[config.mk]
export PLATFORM = sky130hd
export DESIGN_NAME = execution_time_statistics_flat
export DESIGN_NICKNAME = d
export VERILOG_FILES = /design/src/design/ets_pkg.sv /design/src/design/ets_in_if.sv /design/src/design/ets_out_if.sv /design/src/design/ets_cfg.sv /design/src/design/ets_ctrl.sv /design/src/design/ets_dp.sv /design/src/design/execution_time_statistics.sv /design/src/flat_wrapper.sv
export SDC_FILE = /design/constraint.sdc
export NUM_CORES = 2
export LEC_CHECK = 0
export BUFFER_PORTS_ARGS = -buffer_cell sky130_fd_sc_hd__buf_2
export CAP_MARGIN = 10
export CORE_ASPECT_RATIO = 0.6
export CORE_UTILIZATION = 34
export DETAILED_ROUTE_END_ITERATION = 10
export SYNTH_ARGS = -nofsm -noshare
export SYNTH_HDL_FRONTEND = slang
export SYNTH_SLANG_ARGS = --single-unit
[constraint.sdc]
create_clock -name clk -period 11.1 [get_ports clk]
set_input_delay 1.665 -clock clk [delete_from_list [all_inputs] [get_ports clk]]
set_output_delay 1.665 -clock clk [all_outputs]
set_load 0.05 [all_outputs]
[src/design/ets_pkg.sv]
`timescale 1ns / 1ps

package ets_pkg;

  // field widths
  localparam int ACTION_W   = 2;
  localparam int INDEX_W    = 4;
  localparam int TIME_W     = 32;
  localparam int WEIGHT_W   = 16;
  localparam int FRAC_BITS  = 8;
  localparam int ELAPSED_W  = 24;
  localparam int ACC_W      = 48;
  localparam int QUOT_W     = 16;
  localparam int CFG_ADDR_W = 3;
  localparam int CFG_DATA_W = 32;

  // constants of the arithmetic
  localparam logic [ELAPSED_W-1:0] ELAPSED_MAX  = '1;
  localparam logic [TIME_W-1:0]    PERIOD_RESET = 32'd341333;
  localparam logic [WEIGHT_W-1:0]  DECAY_RESET  = 16'd65208;
  localparam logic [WEIGHT_W-1:0]  LIMIT_RESET  = 16'd64225;
  localparam logic [WEIGHT_W:0]    WEIGHT_ONE   = 17'd65536;
  localparam logic [ACC_W-1:0]     ROUND_HALF   = 48'd32768;
  localparam logic [QUOT_W-1:0]    LOAD_SAT     = '1;

  typedef enum logic [ACTION_W-1:0] {
    ACT_FRAME = 2'd0,
    ACT_LAP   = 2'd1,
    ACT_CLEAR = 2'd2,
    ACT_READ  = 2'd3
  } action_t;

  typedef enum logic {
    REG_DECAY = 1'b0,
    REG_LIMIT = 1'b1
  } reg_index_t;

  typedef struct packed {
    logic [WEIGHT_W-1:0] decay_factor;
    logic [WEIGHT_W-1:0] load_limit;
  } cfg_t;

  typedef struct packed {
    logic [ACTION_W-1:0] action;
    logic [INDEX_W-1:0]  timer_index;
    logic [TIME_W-1:0]   now_us;
  } item_t;

  typedef struct packed {
    logic                index_valid;
    logic [TIME_W-1:0]   average_time;
    logic [TIME_W-1:0]   peak_time;
    logic [TIME_W-1:0]   max_time;
    logic [TIME_W-1:0]   frame_period;
    logic [QUOT_W-1:0]   cpu_load;
    logic                load_ok;
  } res_t;

  // controller to datapath
  typedef struct packed {
    logic capture;
    logic mul_old;
    logic mul_sample;
    logic mul_peak;
    logic write;
    logic div_start;
    logic div_step;
    logic load_out;
  } cmd_t;

  // datapath to controller
  typedef struct packed {
    logic load_sat;
  } status_t;

endpackage

[src/design/ets_in_if.sv]
`timescale 1ns / 1ps

interface ets_in_if
  import ets_pkg::*;
  ();
  logic                valid;
  logic                ready;
  logic [ACTION_W-1:0] action;
  logic [INDEX_W-1:0]  timer_index;
  logic [TIME_W-1:0]   now_us;

  modport source (output valid, action, timer_index, now_us, input ready);
  modport sink   (input valid, action, timer_index, now_us, output ready);
endinterface

[src/design/ets_out_if.sv]
`timescale 1ns / 1ps

interface ets_out_if
  import ets_pkg::*;
  ();
  logic              valid;
  logic              ready;
  logic              index_valid;
  logic [TIME_W-1:0] average_time;
  logic [TIME_W-1:0] peak_time;
  logic [TIME_W-1:0] max_time;
  logic [TIME_W-1:0] frame_period;
  logic [QUOT_W-1:0] cpu_load;
  logic              load_ok;

  modport source (output valid, index_valid, average_time, peak_time, max_time,
                  frame_period, cpu_load, load_ok, input ready);
  modport sink   (input valid, index_valid, average_time, peak_time, max_time,
                  frame_period, cpu_load, load_ok, output ready);
endinterface

[src/design/ets_cfg.sv]
`timescale 1ns / 1ps

module ets_cfg
  import ets_pkg::*;
(
  input  logic                  clk,
  input  logic                  rst,
  input  logic                  psel,
  input  logic                  penable,
  input  logic                  pwrite,
  input  logic [CFG_ADDR_W-1:0] paddr,
  input  logic [CFG_DATA_W-1:0] pwdata,
  output logic [CFG_DATA_W-1:0] prdata,
  output logic                  pready,
  output cfg_t                  cfg
);

  reg_index_t reg_sel;

  assign reg_sel = reg_index_t'(paddr[2]);
  assign pready  = 1'b1;

  // register writes in the access phase
  always_ff @(posedge clk) begin
    if (rst) begin
      cfg.decay_factor <= DECAY_RESET;
      cfg.load_limit   <= LIMIT_RESET;
    end else if (psel && penable && pwrite) begin
      unique case (reg_sel)
        REG_DECAY: cfg.decay_factor <= pwdata[WEIGHT_W-1:0];
        REG_LIMIT: cfg.load_limit   <= pwdata[WEIGHT_W-1:0];
        default: ;
      endcase
    end
  end

  // read back
  always_comb begin
    unique case (reg_sel)
      REG_DECAY: prdata = {{(CFG_DATA_W-WEIGHT_W){1'b0}}, cfg.decay_factor};
      REG_LIMIT: prdata = {{(CFG_DATA_W-WEIGHT_W){1'b0}}, cfg.load_limit};
      default:   prdata = '0;
    endcase
  end

endmodule

[src/design/ets_ctrl.sv]
`timescale 1ns / 1ps

module ets_ctrl
  import ets_pkg::*;
(
  input  logic    clk,
  input  logic    rst,
  input  logic    in_valid,
  output logic    in_ready,
  output logic    out_valid,
  input  logic    out_ready,
  input  status_t status,
  output cmd_t    cmd
);

  localparam int CNT_W = $clog2(QUOT_W);

  typedef enum logic [7:0] {
    S_IDLE   = 8'b0000_0001,
    S_MUL1   = 8'b0000_0010,
    S_MUL2   = 8'b0000_0100,
    S_MUL3   = 8'b0000_1000,
    S_WRITE  = 8'b0001_0000,
    S_DSTART = 8'b0010_0000,
    S_DIV    = 8'b0100_0000,
    S_DONE   = 8'b1000_0000
  } state_t;

  state_t           state, state_next;
  logic [CNT_W-1:0] step;
  logic             last_step;
  logic             out_free;

  assign in_ready  = (state == S_IDLE);
  assign last_step = (step == CNT_W'(QUOT_W - 1));
  assign out_free  = !out_valid || out_ready;

  // next state
  always_comb begin
    state_next = state;
    unique case (state)
      S_IDLE:   if (in_valid) state_next = S_MUL1;
      S_MUL1:   state_next = S_MUL2;
      S_MUL2:   state_next = S_MUL3;
      S_MUL3:   state_next = S_WRITE;
      S_WRITE:  state_next = S_DSTART;
      S_DSTART: state_next = status.load_sat ? S_DONE : S_DIV;
      S_DIV:    if (last_step) state_next = S_DONE;
      S_DONE:   if (out_free) state_next = S_IDLE;
      default:  state_next = S_IDLE;
    endcase
  end

  // commands to the datapath
  always_comb begin
    cmd            = '0;
    cmd.capture    = (state == S_IDLE) && in_valid;
    cmd.mul_old    = (state == S_MUL1);
    cmd.mul_sample = (state == S_MUL2);
    cmd.mul_peak   = (state == S_MUL3);
    cmd.write      = (state == S_WRITE);
    cmd.div_start  = (state == S_DSTART);
    cmd.div_step   = (state == S_DIV);
    cmd.load_out   = (state == S_DONE) && out_free;
  end

  always_ff @(posedge clk) begin
    if (rst) begin
      state <= S_IDLE;
    end else begin
      state <= state_next;
    end
  end

  // division step count
  always_ff @(posedge clk) begin
    if (rst) begin
      step <= '0;
    end else if (state == S_DIV) begin
      step <= step + 1'b1;
    end else begin
      step <= '0;
    end
  end

  // result beat held until taken
  always_ff @(posedge clk) begin
    if (rst) begin
      out_valid <= 1'b0;
    end else if (cmd.load_out) begin
      out_valid <= 1'b1;
    end else if (out_ready) begin
      out_valid <= 1'b0;
    end
  end

endmodule

[src/design/ets_dp.sv]
`timescale 1ns / 1ps

module ets_dp
  import ets_pkg::*;
#(
  parameter int TIMER_SLOTS = 8,
  parameter int TOTAL_SLOT  = 7
) (
  input  logic    clk,
  input  logic    rst,
  input  cmd_t    cmd,
  input  cfg_t    cfg,
  input  item_t   item,
  output status_t status,
  output res_t    res
);

  localparam int IDX_W = $clog2(TIMER_SLOTS);

  // statistics stores and frame state
  logic [TIME_W-1:0] avg_store  [TIMER_SLOTS];
  logic [TIME_W-1:0] peak_store [TIMER_SLOTS];
  logic [TIME_W-1:0] max_store  [TIMER_SLOTS];
  logic [TIME_W-1:0] frame_start;
  logic              frame_seen;
  logic [TIME_W-1:0] period_avg;

  // captured item
  action_t           act_q;
  logic              valid_q;
  logic [IDX_W-1:0]  slot_q;
  logic [TIME_W-1:0] now_q;
  logic [TIME_W-1:0] sample_q;
  logic [TIME_W-1:0] old_a;
  logic [TIME_W-1:0] old_p;
  logic [TIME_W-1:0] old_m;

  // arithmetic
  logic [WEIGHT_W:0]   mul_a;
  logic [TIME_W-1:0]   mul_b;
  logic [ACC_W:0]      mul_full;
  logic [ACC_W-1:0]    prod;
  logic [ACC_W-1:0]    acc;
  logic [ACC_W-1:0]    peak_sum;
  logic [TIME_W-1:0]   new_avg;
  logic [TIME_W-1:0]   peak_dec;
  logic [TIME_W-1:0]   new_peak;
  logic [TIME_W-1:0]   new_max;

  // load division
  logic [TIME_W-1:0] total_peak;
  logic [TIME_W-1:0] rem;
  logic [TIME_W-1:0] den;
  logic [QUOT_W-1:0] quo;
  logic              sat_q;
  logic              sat_now;
  logic [TIME_W:0]   rem2;
  logic [TIME_W:0]   rem_diff;
  logic              rem_ge;
  logic [QUOT_W-1:0] load;

  // incoming beat decode
  logic              idx_ok;
  logic [IDX_W-1:0]  slot_in;
  logic [TIME_W-1:0] elapsed;
  logic [TIME_W-1:0] sample_in;

  assign idx_ok  = {1'b0, item.timer_index} < (INDEX_W + 1)'(TIMER_SLOTS);
  assign slot_in = item.timer_index[IDX_W-1:0];
  assign elapsed = item.now_us - frame_start;
  assign sample_in = (elapsed[TIME_W-1:ELAPSED_W] != '0)
                   ? {ELAPSED_MAX, {FRAC_BITS{1'b0}}}
                   : {elapsed[ELAPSED_W-1:0], {FRAC_BITS{1'b0}}};

  // capture the beat with its sample and old values
  always_ff @(posedge clk) begin
    if (cmd.capture) begin
      act_q    <= action_t'(item.action);
      valid_q  <= idx_ok;
      slot_q   <= slot_in;
      now_q    <= item.now_us;
      sample_q <= sample_in;
      if (action_t'(item.action) == ACT_FRAME) begin
        old_a <= period_avg;
      end else begin
        old_a <= idx_ok ? avg_store[slot_in] : '0;
      end
      old_p <= idx_ok ? peak_store[slot_in] : '0;
      old_m <= idx_ok ? max_store[slot_in] : '0;
    end
  end

  // shared multiplier, one product a cycle
  always_comb begin
    mul_a = {1'b0, cfg.decay_factor};
    mul_b = old_a;
    if (cmd.mul_sample) begin
      mul_a = WEIGHT_ONE - {1'b0, cfg.decay_factor};
      mul_b = sample_q;
    end else if (cmd.mul_peak) begin
      mul_b = old_p;
    end
  end

  assign mul_full = mul_a * mul_b;

  always_ff @(posedge clk) begin
    if (cmd.mul_old || cmd.mul_sample || cmd.mul_peak) begin
      prod <= mul_full[ACC_W-1:0];
    end
    if (cmd.mul_sample) begin
      acc <= prod + ROUND_HALF;
    end else if (cmd.mul_peak) begin
      acc <= acc + prod;
    end
  end

  // new statistics
  assign new_avg  = acc[ACC_W-1:WEIGHT_W];
  assign peak_sum = prod + ROUND_HALF;
  assign peak_dec = peak_sum[ACC_W-1:WEIGHT_W];
  assign new_peak = (sample_q > peak_dec) ? sample_q : peak_dec;
  assign new_max  = (sample_q > old_m) ? sample_q : old_m;

  // store updates
  always_ff @(posedge clk) begin
    if (rst) begin
      for (int i = 0; i < TIMER_SLOTS; i++) begin
        avg_store[i]  <= '0;
        peak_store[i] <= '0;
        max_store[i]  <= '0;
      end
      frame_start <= '0;
      frame_seen  <= 1'b0;
      period_avg  <= PERIOD_RESET;
    end else if (cmd.write) begin
      unique case (act_q)
        ACT_FRAME: begin
          if (frame_seen) begin
            period_avg <= new_avg;
          end
          frame_start <= now_q;
          frame_seen  <= 1'b1;
        end
        ACT_LAP: begin
          if (valid_q) begin
            avg_store[slot_q]  <= new_avg;
            peak_store[slot_q] <= new_peak;
            max_store[slot_q]  <= new_max;
          end
        end
        ACT_CLEAR: begin
          if (valid_q) begin
            avg_store[slot_q]  <= '0;
            peak_store[slot_q] <= '0;
            max_store[slot_q]  <= '0;
          end
        end
        ACT_READ: ;
        default: ;
      endcase
    end
  end

  // peak of the total slot, zero when that slot does not exist
  generate
    if (TOTAL_SLOT < TIMER_SLOTS) begin : g_total
      assign total_peak = peak_store[IDX_W'(TOTAL_SLOT)];
    end else begin : g_no_total
      assign total_peak = '0;
    end
  endgenerate

  // load saturates when the quotient would not fit or the period is zero
  assign sat_now         = (period_avg == '0) || (total_peak >= period_avg);
  assign status.load_sat = sat_now;

  // restoring division, one quotient bit a cycle
  assign rem2     = {rem, 1'b0};
  assign rem_diff = rem2 - {1'b0, den};
  assign rem_ge   = (rem2 >= {1'b0, den});

  always_ff @(posedge clk) begin
    if (cmd.div_start) begin
      rem   <= total_peak;
      den   <= period_avg;
      quo   <= '0;
      sat_q <= sat_now;
    end else if (cmd.div_step) begin
      rem <= rem_ge ? rem_diff[TIME_W-1:0] : rem2[TIME_W-1:0];
      quo <= {quo[QUOT_W-2:0], rem_ge};
    end
  end

  assign load = sat_q ? LOAD_SAT : quo;

  // result register
  always_ff @(posedge clk) begin
    if (cmd.load_out) begin
      res.index_valid  <= valid_q;
      res.average_time <= valid_q ? avg_store[slot_q]  : '0;
      res.peak_time    <= valid_q ? peak_store[slot_q] : '0;
      res.max_time     <= valid_q ? max_store[slot_q]  : '0;
      res.frame_period <= period_avg;
      res.cpu_load     <= load;
      res.load_ok      <= (load < cfg.load_limit);
    end
  end

endmodule

[src/design/execution_time_statistics.sv]
`timescale 1ns / 1ps
// channel   dir  handshake      payload
// item      in   valid/ready    action, timer_index, now_us
// result    out  valid/ready    index_valid, average_time, peak_time, max_time,
//                               frame_period, cpu_load, load_ok
// apb       in   psel/penable   decay_factor at 0x0, load_limit at 0x4
//
// one item at a time: three multiply states, write, division start, division
// and result state; the division is skipped when the load saturates. the shared
// 17x32 multiplier takes three products, division one quotient bit per cycle.
// reset is synchronous; stores clear at once, no clearing pass.
// a finished result waits in the output register while the next item is taken.

module execution_time_statistics
  import ets_pkg::*;
#(
  parameter int TIMER_SLOTS = 8,
  parameter int TOTAL_SLOT  = 7
) (
  input  logic                  clk,
  input  logic                  rst,
  ets_in_if.sink                item,
  ets_out_if.source             result,
  input  logic                  psel,
  input  logic                  penable,
  input  logic                  pwrite,
  input  logic [CFG_ADDR_W-1:0] paddr,
  input  logic [CFG_DATA_W-1:0] pwdata,
  output logic [CFG_DATA_W-1:0] prdata,
  output logic                  pready
);

  cfg_t    cfg;
  cmd_t    cmd;
  status_t status;
  item_t   item_data;
  res_t    res;

  assign item_data.action      = item.action;
  assign item_data.timer_index = item.timer_index;
  assign item_data.now_us      = item.now_us;

  // configuration registers
  ets_cfg u_cfg (
    .clk     (clk),
    .rst     (rst),
    .psel    (psel),
    .penable (penable),
    .pwrite  (pwrite),
    .paddr   (paddr),
    .pwdata  (pwdata),
    .prdata  (prdata),
    .pready  (pready),
    .cfg     (cfg)
  );

  // sequencer
  ets_ctrl u_ctrl (
    .clk       (clk),
    .rst       (rst),
    .in_valid  (item.valid),
    .in_ready  (item.ready),
    .out_valid (result.valid),
    .out_ready (result.ready),
    .status    (status),
    .cmd       (cmd)
  );

  // stores and arithmetic
  ets_dp #(
    .TIMER_SLOTS (TIMER_SLOTS),
    .TOTAL_SLOT  (TOTAL_SLOT)
  ) u_dp (
    .clk    (clk),
    .rst    (rst),
    .cmd    (cmd),
    .cfg    (cfg),
    .item   (item_data),
    .status (status),
    .res    (res)
  );

  // result beat payload
  assign result.index_valid  = res.index_valid;
  assign result.average_time = res.average_time;
  assign result.peak_time    = res.peak_time;
  assign result.max_time     = res.max_time;
  assign result.frame_period = res.frame_period;
  assign result.cpu_load     = res.cpu_load;
  assign result.load_ok      = res.load_ok;

`ifndef NO_ASSERTIONS
  // one item at a time: no beat is taken right after another
  a_one_at_a_time: assert property (@(posedge clk) disable iff (rst)
    item.valid && item.ready |=> !item.ready)
    else $error("item accepted while previous item in progress");

  // an out-of-range timer gives zero statistics
  a_invalid_zero: assert property (@(posedge clk) disable iff (rst)
    result.valid && !result.index_valid |->
      (result.average_time == '0 && result.peak_time == '0 && result.max_time == '0))
    else $error("statistics not zero for invalid timer");

  // average and decaying peak never exceed the running maximum
  a_max_bounds: assert property (@(posedge clk) disable iff (rst)
    result.valid && result.index_valid |->
      (result.peak_time <= result.max_time && result.average_time <= result.max_time))
    else $error("average or peak above maximum");
`endif

endmodule
[src/flat_wrapper.sv]
// flat-port wrapper written by rule: the top's interface ports become plain ports
module execution_time_statistics_flat import ets_pkg::*;
#(
  parameter int TIMER_SLOTS = 8,
  parameter int TOTAL_SLOT  = 7
)
  (clk, rst, psel, penable, pwrite, paddr, pwdata, prdata, pready, item_valid, item_action, item_timer_index, item_now_us, item_ready, result_valid, result_index_valid, result_average_time, result_peak_time, result_max_time, result_frame_period, result_cpu_load, result_load_ok, result_ready);
  ets_in_if item_i ();
  ets_out_if result_i ();
  input  logic clk;
  input  logic rst;
  input  logic psel;
  input  logic penable;
  input  logic pwrite;
  input  logic [CFG_ADDR_W-1:0] paddr;
  input  logic [CFG_DATA_W-1:0] pwdata;
  output logic [CFG_DATA_W-1:0] prdata;
  output logic pready;
  input wire logic [$bits(item_i.valid)-1:0] item_valid;
  input wire logic [$bits(item_i.action)-1:0] item_action;
  input wire logic [$bits(item_i.timer_index)-1:0] item_timer_index;
  input wire logic [$bits(item_i.now_us)-1:0] item_now_us;
  output wire logic [$bits(item_i.ready)-1:0] item_ready;
  output wire logic [$bits(result_i.valid)-1:0] result_valid;
  output wire logic [$bits(result_i.index_valid)-1:0] result_index_valid;
  output wire logic [$bits(result_i.average_time)-1:0] result_average_time;
  output wire logic [$bits(result_i.peak_time)-1:0] result_peak_time;
  output wire logic [$bits(result_i.max_time)-1:0] result_max_time;
  output wire logic [$bits(result_i.frame_period)-1:0] result_frame_period;
  output wire logic [$bits(result_i.cpu_load)-1:0] result_cpu_load;
  output wire logic [$bits(result_i.load_ok)-1:0] result_load_ok;
  input wire logic [$bits(result_i.ready)-1:0] result_ready;
  assign item_i.valid = item_valid;
  assign item_i.action = item_action;
  assign item_i.timer_index = item_timer_index;
  assign item_i.now_us = item_now_us;
  assign item_ready = item_i.ready;
  assign result_valid = result_i.valid;
  assign result_index_valid = result_i.index_valid;
  assign result_average_time = result_i.average_time;
  assign result_peak_time = result_i.peak_time;
  assign result_max_time = result_i.max_time;
  assign result_frame_period = result_i.frame_period;
  assign result_cpu_load = result_i.cpu_load;
  assign result_load_ok = result_i.load_ok;
  assign result_i.ready = result_ready;
  execution_time_statistics #(.TIMER_SLOTS(TIMER_SLOTS), .TOTAL_SLOT(TOTAL_SLOT)) u_core (.clk(clk), .rst(rst), .item(item_i), .result(result_i), .psel(psel), .penable(penable), .pwrite(pwrite), .paddr(paddr), .pwdata(pwdata), .prdata(prdata), .pready(pready));
endmodule
# ---- Yosys cells after proc, flatten, opt, wreduce, memory -nomap -nowiden
# Memories as Yosys holds them, arrays and structs flattened. A register that Yosys moved wholly into a read port is not among the register bits.
# Index checks and enable logic that the tools add are counted.
dict set report classes {
  n_addsub 6
  mul 1
  magnitude_cmp 6
  eq_ne 14
  n_mux 44
  n_bitwise 5
  n_reduce_logical 30
}
# operator count
set op_table {}
lappend op_table {{32-bit two-way mux} 15}
lappend op_table {{48-bit two-way mux} 2}
lappend op_table {{32-bit OR reduction} 3}
lappend op_table {{32-bit > comparator} 2}
lappend op_table {{32-bit one-hot mux with 2 select lines} 1}
lappend op_table {{8-bit one-hot mux with 8 select lines} 1}
lappend op_table {{32-bit subtractor} 2}
lappend op_table {{48-bit by 16-bit adder with 48-bit output, second input constant} 1}
lappend op_table {{48-bit adder} 1}
lappend op_table {{17-bit by 32-bit multiplier with 48-bit output} 1}
lappend op_table {{33-bit by 32-bit greater-or-equal comparator with 1-bit output} 1}
lappend op_table {{32-bit greater-or-equal comparator} 1}
lappend op_table {{32-bit zero test} 1}
lappend op_table {{8-bit two-way mux} 4}
lappend op_table {{17-bit two-way mux} 1}
lappend op_table {{17-bit by 16-bit subtractor with 17-bit output, first input constant} 1}
lappend op_table {{16-bit less-than comparator} 1}
lappend op_table {{1-bit two-way mux} 16}
lappend op_table {{16-bit two-way mux} 1}
lappend op_table {{3-bit two-way mux} 3}
lappend op_table {{8-bit by 1-bit == test with 1-bit output, second input constant} 1}
lappend op_table {{8-bit by 2-bit == test with 1-bit output, second input constant} 1}
lappend op_table {{8-bit by 3-bit == test with 1-bit output, second input constant} 1}
lappend op_table {{8-bit by 4-bit == test with 1-bit output, second input constant} 1}
lappend op_table {{other kinds (21)} 43}
dict set report totals {
  regBits 439
  ramBits 768
  input_bits 80
  mem_count 3
}
# name depth width rd rd_clocked_by_memory_dff wr line_no
set memory_table {}
lappend memory_table {u_core.u_dp.avg_store 8 32 2 1 8 ets_dp.sv:21} ;# logic [TIME_W-1:0] avg_store [TIMER_SLOTS];
lappend memory_table {u_core.u_dp.max_store 8 32 2 2 8 ets_dp.sv:23} ;# logic [TIME_W-1:0] max_store [TIMER_SLOTS];
lappend memory_table {u_core.u_dp.peak_store 8 32 3 2 8 ets_dp.sv:22} ;# logic [TIME_W-1:0] peak_store [TIMER_SLOTS];

# ---- Logic depth before layout (Yosys ltp)
dict set report logic_depth {
  depth_word 8
  depth_mapped 32
  mapped_depth_nobuf 30
}

# ---- Modules after synthesis
# A second synthesis with hierarchy kept.
dict set report unflattened {
  cells_unflattened 8123
  hier_area_um2 87328.8
}
# module n_inst cells_per_inst area_each_um2 seq_area_each_um2
set by_module_without_submodules {}
lappend by_module_without_submodules {ets_dp 1 7886 84964.0 38647.1}
lappend by_module_without_submodules {ets_cfg 1 166 1654.1 640.6}
lappend by_module_without_submodules {ets_ctrl 1 71 710.7 260.2}

# ---- Worst setup path before layout
# Ideal clock, no wire load.
dict set report synth_timing {
  path_type {input to register}
  startpoint {input result_ready}
  endpoint {register u_core.u_dp.res[0] (netlist name)}
  arrival_ns 8.213
  path_slack_ns 2.219
  cell_stages 2
  path_cell_list {nand2b_1 -> nor2b_1}
}
# element line_no
set synth_lines {}
lappend synth_lines {{start, declared} flat_wrapper.sv:32} ;# input wire logic [$bits(result_i.ready)-1:0] result_ready;

# ---- Worst setup path in the final report
dict set report layout_timing {
  startpoint {register u_core.u_cfg.cfg[16] (netlist name)}
  endpoint {register u_core.u_dp.prod[41] (data pin)}
}
dict set report layout_between {
  elab_chain_cells 3
}
# element line_no
set layout_rtl {}
lappend layout_rtl {{17-bit by 16-bit subtractor with 17-bit output} ets_dp.sv:98} ;# mul_a = WEIGHT_ONE - {1'b0, cfg.decay_factor};
lappend layout_rtl {{17-bit two-way mux (*)} ets_dp.sv:97} ;# if (cmd.mul_sample) begin
lappend layout_rtl {{17-bit by 32-bit multiplier with 48-bit output (*)} ets_dp.sv:105} ;# assign mul_full = mul_a * mul_b;
lappend layout_rtl {{net u_core.u_dp.mul_full[41]} ets_dp.sv:41} ;# logic [ACC_W:0] mul_full;
lappend layout_rtl {{end signal, assigned} ets_dp.sv:109} ;# prod <= mul_full[ACC_W-1:0];
lappend layout_rtl {{end, declared} ets_dp.sv:42} ;# logic [ACC_W-1:0] prod;
# The timed path passes the listed nets; every way through them passes the cells marked *.
# A chain may end at the register's enable or synchronous reset.

==> impl_metrics.py <==
metrics = {
    "critical_path": {
        "path_common_cell": "fa_1",
        "cp_max_fo": 31,
        "endpoint_kind": "flip-flop",
        "critPathSlowestCell": "xor2_1",
        "worstSetupPathType": "reg2reg",
        "required_ns": 11.58,
        "startpoint_type": "flip-flop",
        "reg2regPathDepth": 28,
        "critical_path_arrival_ns": 10.24,
        "cp_slowest_stage_delay_ns": 0.86,
    },
    "detailed_routing": {
        "avgRoutedWirePerCell_um": 26.1,
        "via_count": 61700,
        "ant_nets": 0,
        "drc": 0,
        "vias_per_cell": 5.54,
        "drtPass1Iterations": 6,
        "first_iter_violations": 7918,
        "drt-total-wl_mm": 291,
    },
    "cts": {
        "insertion_delay_ns": 0.83,
        "htreeDepth": 4,
        "numCtsBuffers": 140,
        "cts_tree": "built",
        "cts.reportedPaths.clkPinSlew_ns": 0.07,
        "cts_buffer_depth": 4,
        "root_buffer": "clkbuf_16",
        "cts_sinks": 1359,
        "ctsHoldBuffers": 0,
        "cts_resized": 0,
        "post_cts_buffers": 0,
    },
    "synth": {
        "netlist_area_um2": 86500,
        "yosys-mux-area-fraction_pct": 13.6,
        "synth_warnings": 0,
        "synth_xor_area_share_pct": 1.74,
        "synth_compound_area_share_pct": 5.98,
        "synth_ff_type": "edfxtp_1",
        "synth_simple_gate_area_share_pct": 12.3,
        "netlist.area_leader.share_pct": 42.8,
        "synth_adder_area_share_pct": 15.2,
        "synth-edff-count": 1233,
        "ys_seq_area_share_pct": 45.7,
        "postSynthCellCount": 7519,
        "ys_types": 92,
        "syn_area_per_cell_um2": 11.5,
        "ys_ff_latch": 1359,
        "synth_top_family_by_area": "adder cells",
        "synth.area.top_cells": "edfxtp_1 43%, fa_1 10%, mux4_2 10%",
        "async_reset_ff_share_pct": 0,
        "yosysTopAreaCell": "edfxtp_1",
    },
    "placed_design": {
        "dp.cells": 10900,
        "place_area_um2": 91900,
        "dp.final_hpwl_mm": 201,
        "port-buffer-count": 225,
        "place.gp.congestion": 0.945,
        "post-place-ws_ns": 1.56,
    },
    "global_routing": {
        "grt_max_degree": 135,
        "grt_pass1_wl_mm": 422,
        "overflow": 0,
        "antenna_found_initial": 26,
        "grt_pass1_vias": 61200,
        "grtUsageTotal_pct": 22.3,
    },
    "sta": {
        "fin_skew_ns": 0.0712,
        "rsz0062_at_grt": "false",
        "final_max_slew_viol_count": 0,
        "finalSetupTns_ns": 0,
        "finalSetupViolCount": 0,
        "hold_viol_final": 0,
        "worst_pin_slew_ns": 1.23,
        "setup_slack_ns": 1.34,
        "finalCritPeriodShare_pct": 87.9,
        "min_period_ns": 9.76,
        "max_slew_margin_pct": 17.6,
        "fmax_mhz": 102,
    },
    "pwr": {
        "p_leak_uw": 0.0392,
        "vdd_drop_max_v": 0.00108,
        "total_power_uw": 34400,
        "p_per_area_nw_per_um2": 358,
    },
    "floorplan": {
        "die-area_um2": 256000,
        "initial_core_util_pct": 34.4,
        "core_area_um2": 251000,
        "die_x_um": 653,
        "pin_count": 261,
        "row_count": 142,
        "die_h_um": 393,
    },
    "hold_path": {
        "hold_class": "reg2reg",
        "hold_path_depth": 2,
    },
    "finish": {
        "drive_gt1_share_pct": 14.1,
        "final_cell_mix": "1,233 x edfxtp_1, 1,094 x nor2_1, 813 x inv_1, 808 x nand2_1, 451 x fa_1",
        "finalNonFillerCells": 11100,
        "fillers": 24200,
        "layout_commonest_cell": "edfxtp_1",
        "final_cell_area_um2": 96300,
        "area_growth_pct": 11.3,
        "nets": 8505,
    },
    "job": {
        "maxCapViolations": 0,
    },
    "status": {
        "status": "complete, no violations",
    },
}
## power by group
part,internal (µW),total (µW),switching [µW]
clock network,2600,4710,2110
registers,6910,7190,275
logic,8880,22500,13700
total,18400,34400,16000
## final timing paths
kind                                                                from                                        to  slack (ns)
worst min register to register  u_core.u_dp.frame_start[16]$_SDFFE_PP0P_  u_core.u_dp.frame_start[16]$_SDFFE_PP0P_        0.45
worst max register to register         u_core.u_cfg.cfg[16]$_SDFFE_PP0P_            u_core.u_dp.prod[41]$_DFFE_PP_        1.34
worst max-delay path                   u_core.u_cfg.cfg[16]$_SDFFE_PP0P_            u_core.u_dp.prod[41]$_DFFE_PP_        1.34
worst min-delay path            u_core.u_dp.frame_start[16]$_SDFFE_PP0P_  u_core.u_dp.frame_start[16]$_SDFFE_PP0P_        0.45
## synthesized netlist by cell type, types with 11 or more instances
master,instances
edfxtp_1,1233
nor2_1,1096
nand2_1,817
inv_1,813
fa_1,451
mux4_2,384
ha_1,327
a21oi_1,298
mux2i_1,293
clkbuf_1,291
o21ai_0,142
dfxtp_1,126
a21o_1,125
nor2b_1,122
xnor2_1,99
and2_1,87
buf_1,78
xor2_1,73
nand3_1,72
and3_1,42
nand4_1,39
nor3_1,38
or2_2,37
o21ai_1,33
buf_2,31
nand2b_1,31
o211ai_1,30
o21a_1,27
buf_4,22
a211oi_1,19
nor4_1,18
a22o_1,16
o21bai_1,15
mux2_2,14
a31oi_1,13
o31ai_1,13
or3_1,11
## stage by stage
step,hold WS [ns],utilization (%)
CTS,0.452,38.3
floorplan,0.432,-
global route,0.466,38.3
global placement,0.439,36.6
finish,0.450,38.3
detailed placement,0.443,36.6
## metal layers
| layer | routed length [µm] | up-vias | GRT usage (%) |
|---|---|---|---|
| li1 | - | 26200 | - |
| met1 | 125000 | 31500 | 32.7 |
| met2 | 118000 | 3616 | 31.3 |
| met3 | 39300 | 418 | 7.77 |
| met4 | 7730 | 4 | 5.49 |
| met5 | 27 | - | 0 |
## kinds of logic after synthesis
logic type                 Yosys count
muxes                              691
AOI/OAI and AO/OA                  821
xor gates and xnor gates           172
other                                2
DFF                               1359
buffers and inverters             1237
and+or+nand+nor                   2459
adders and majority gates          778
## final cells by class
cell class	count	area [µm²]	share of cell area (%)
repair buffers	386	2420	2.52
diodes	9	22.5	0.0234
well taps	3384	4230	4.40
inverters	814	3060	3.17
flip-flops and latches	1359	39500	41.1
clock inverters	67	558	0.580
multi-input cells	4946	42600	44.3
clock buffers	172	3800	3.94
## state kept, by name (all words and copies together), names as in the netlist, 48 cells and up
register / flops
u_core.u_dp.max_store: 256
u_core.u_dp.prod: 48
u_core.u_dp.acc: 48
u_core.u_dp.res: 146
u_core.u_dp.peak_store: 256
u_core.u_dp.avg_store: 256
## critical path, delay by kind of cell, from the launching register on
kind	cells	cell delay (ns)
flops	1	0.30
buf+inv	4	0.62
compound gates	6	2.07
fa+ha+maj	8	3.60
simple gates	9	1.96
xor+xnor	1	0.86
No activity file was read; power rests on OpenSTA's default activity.
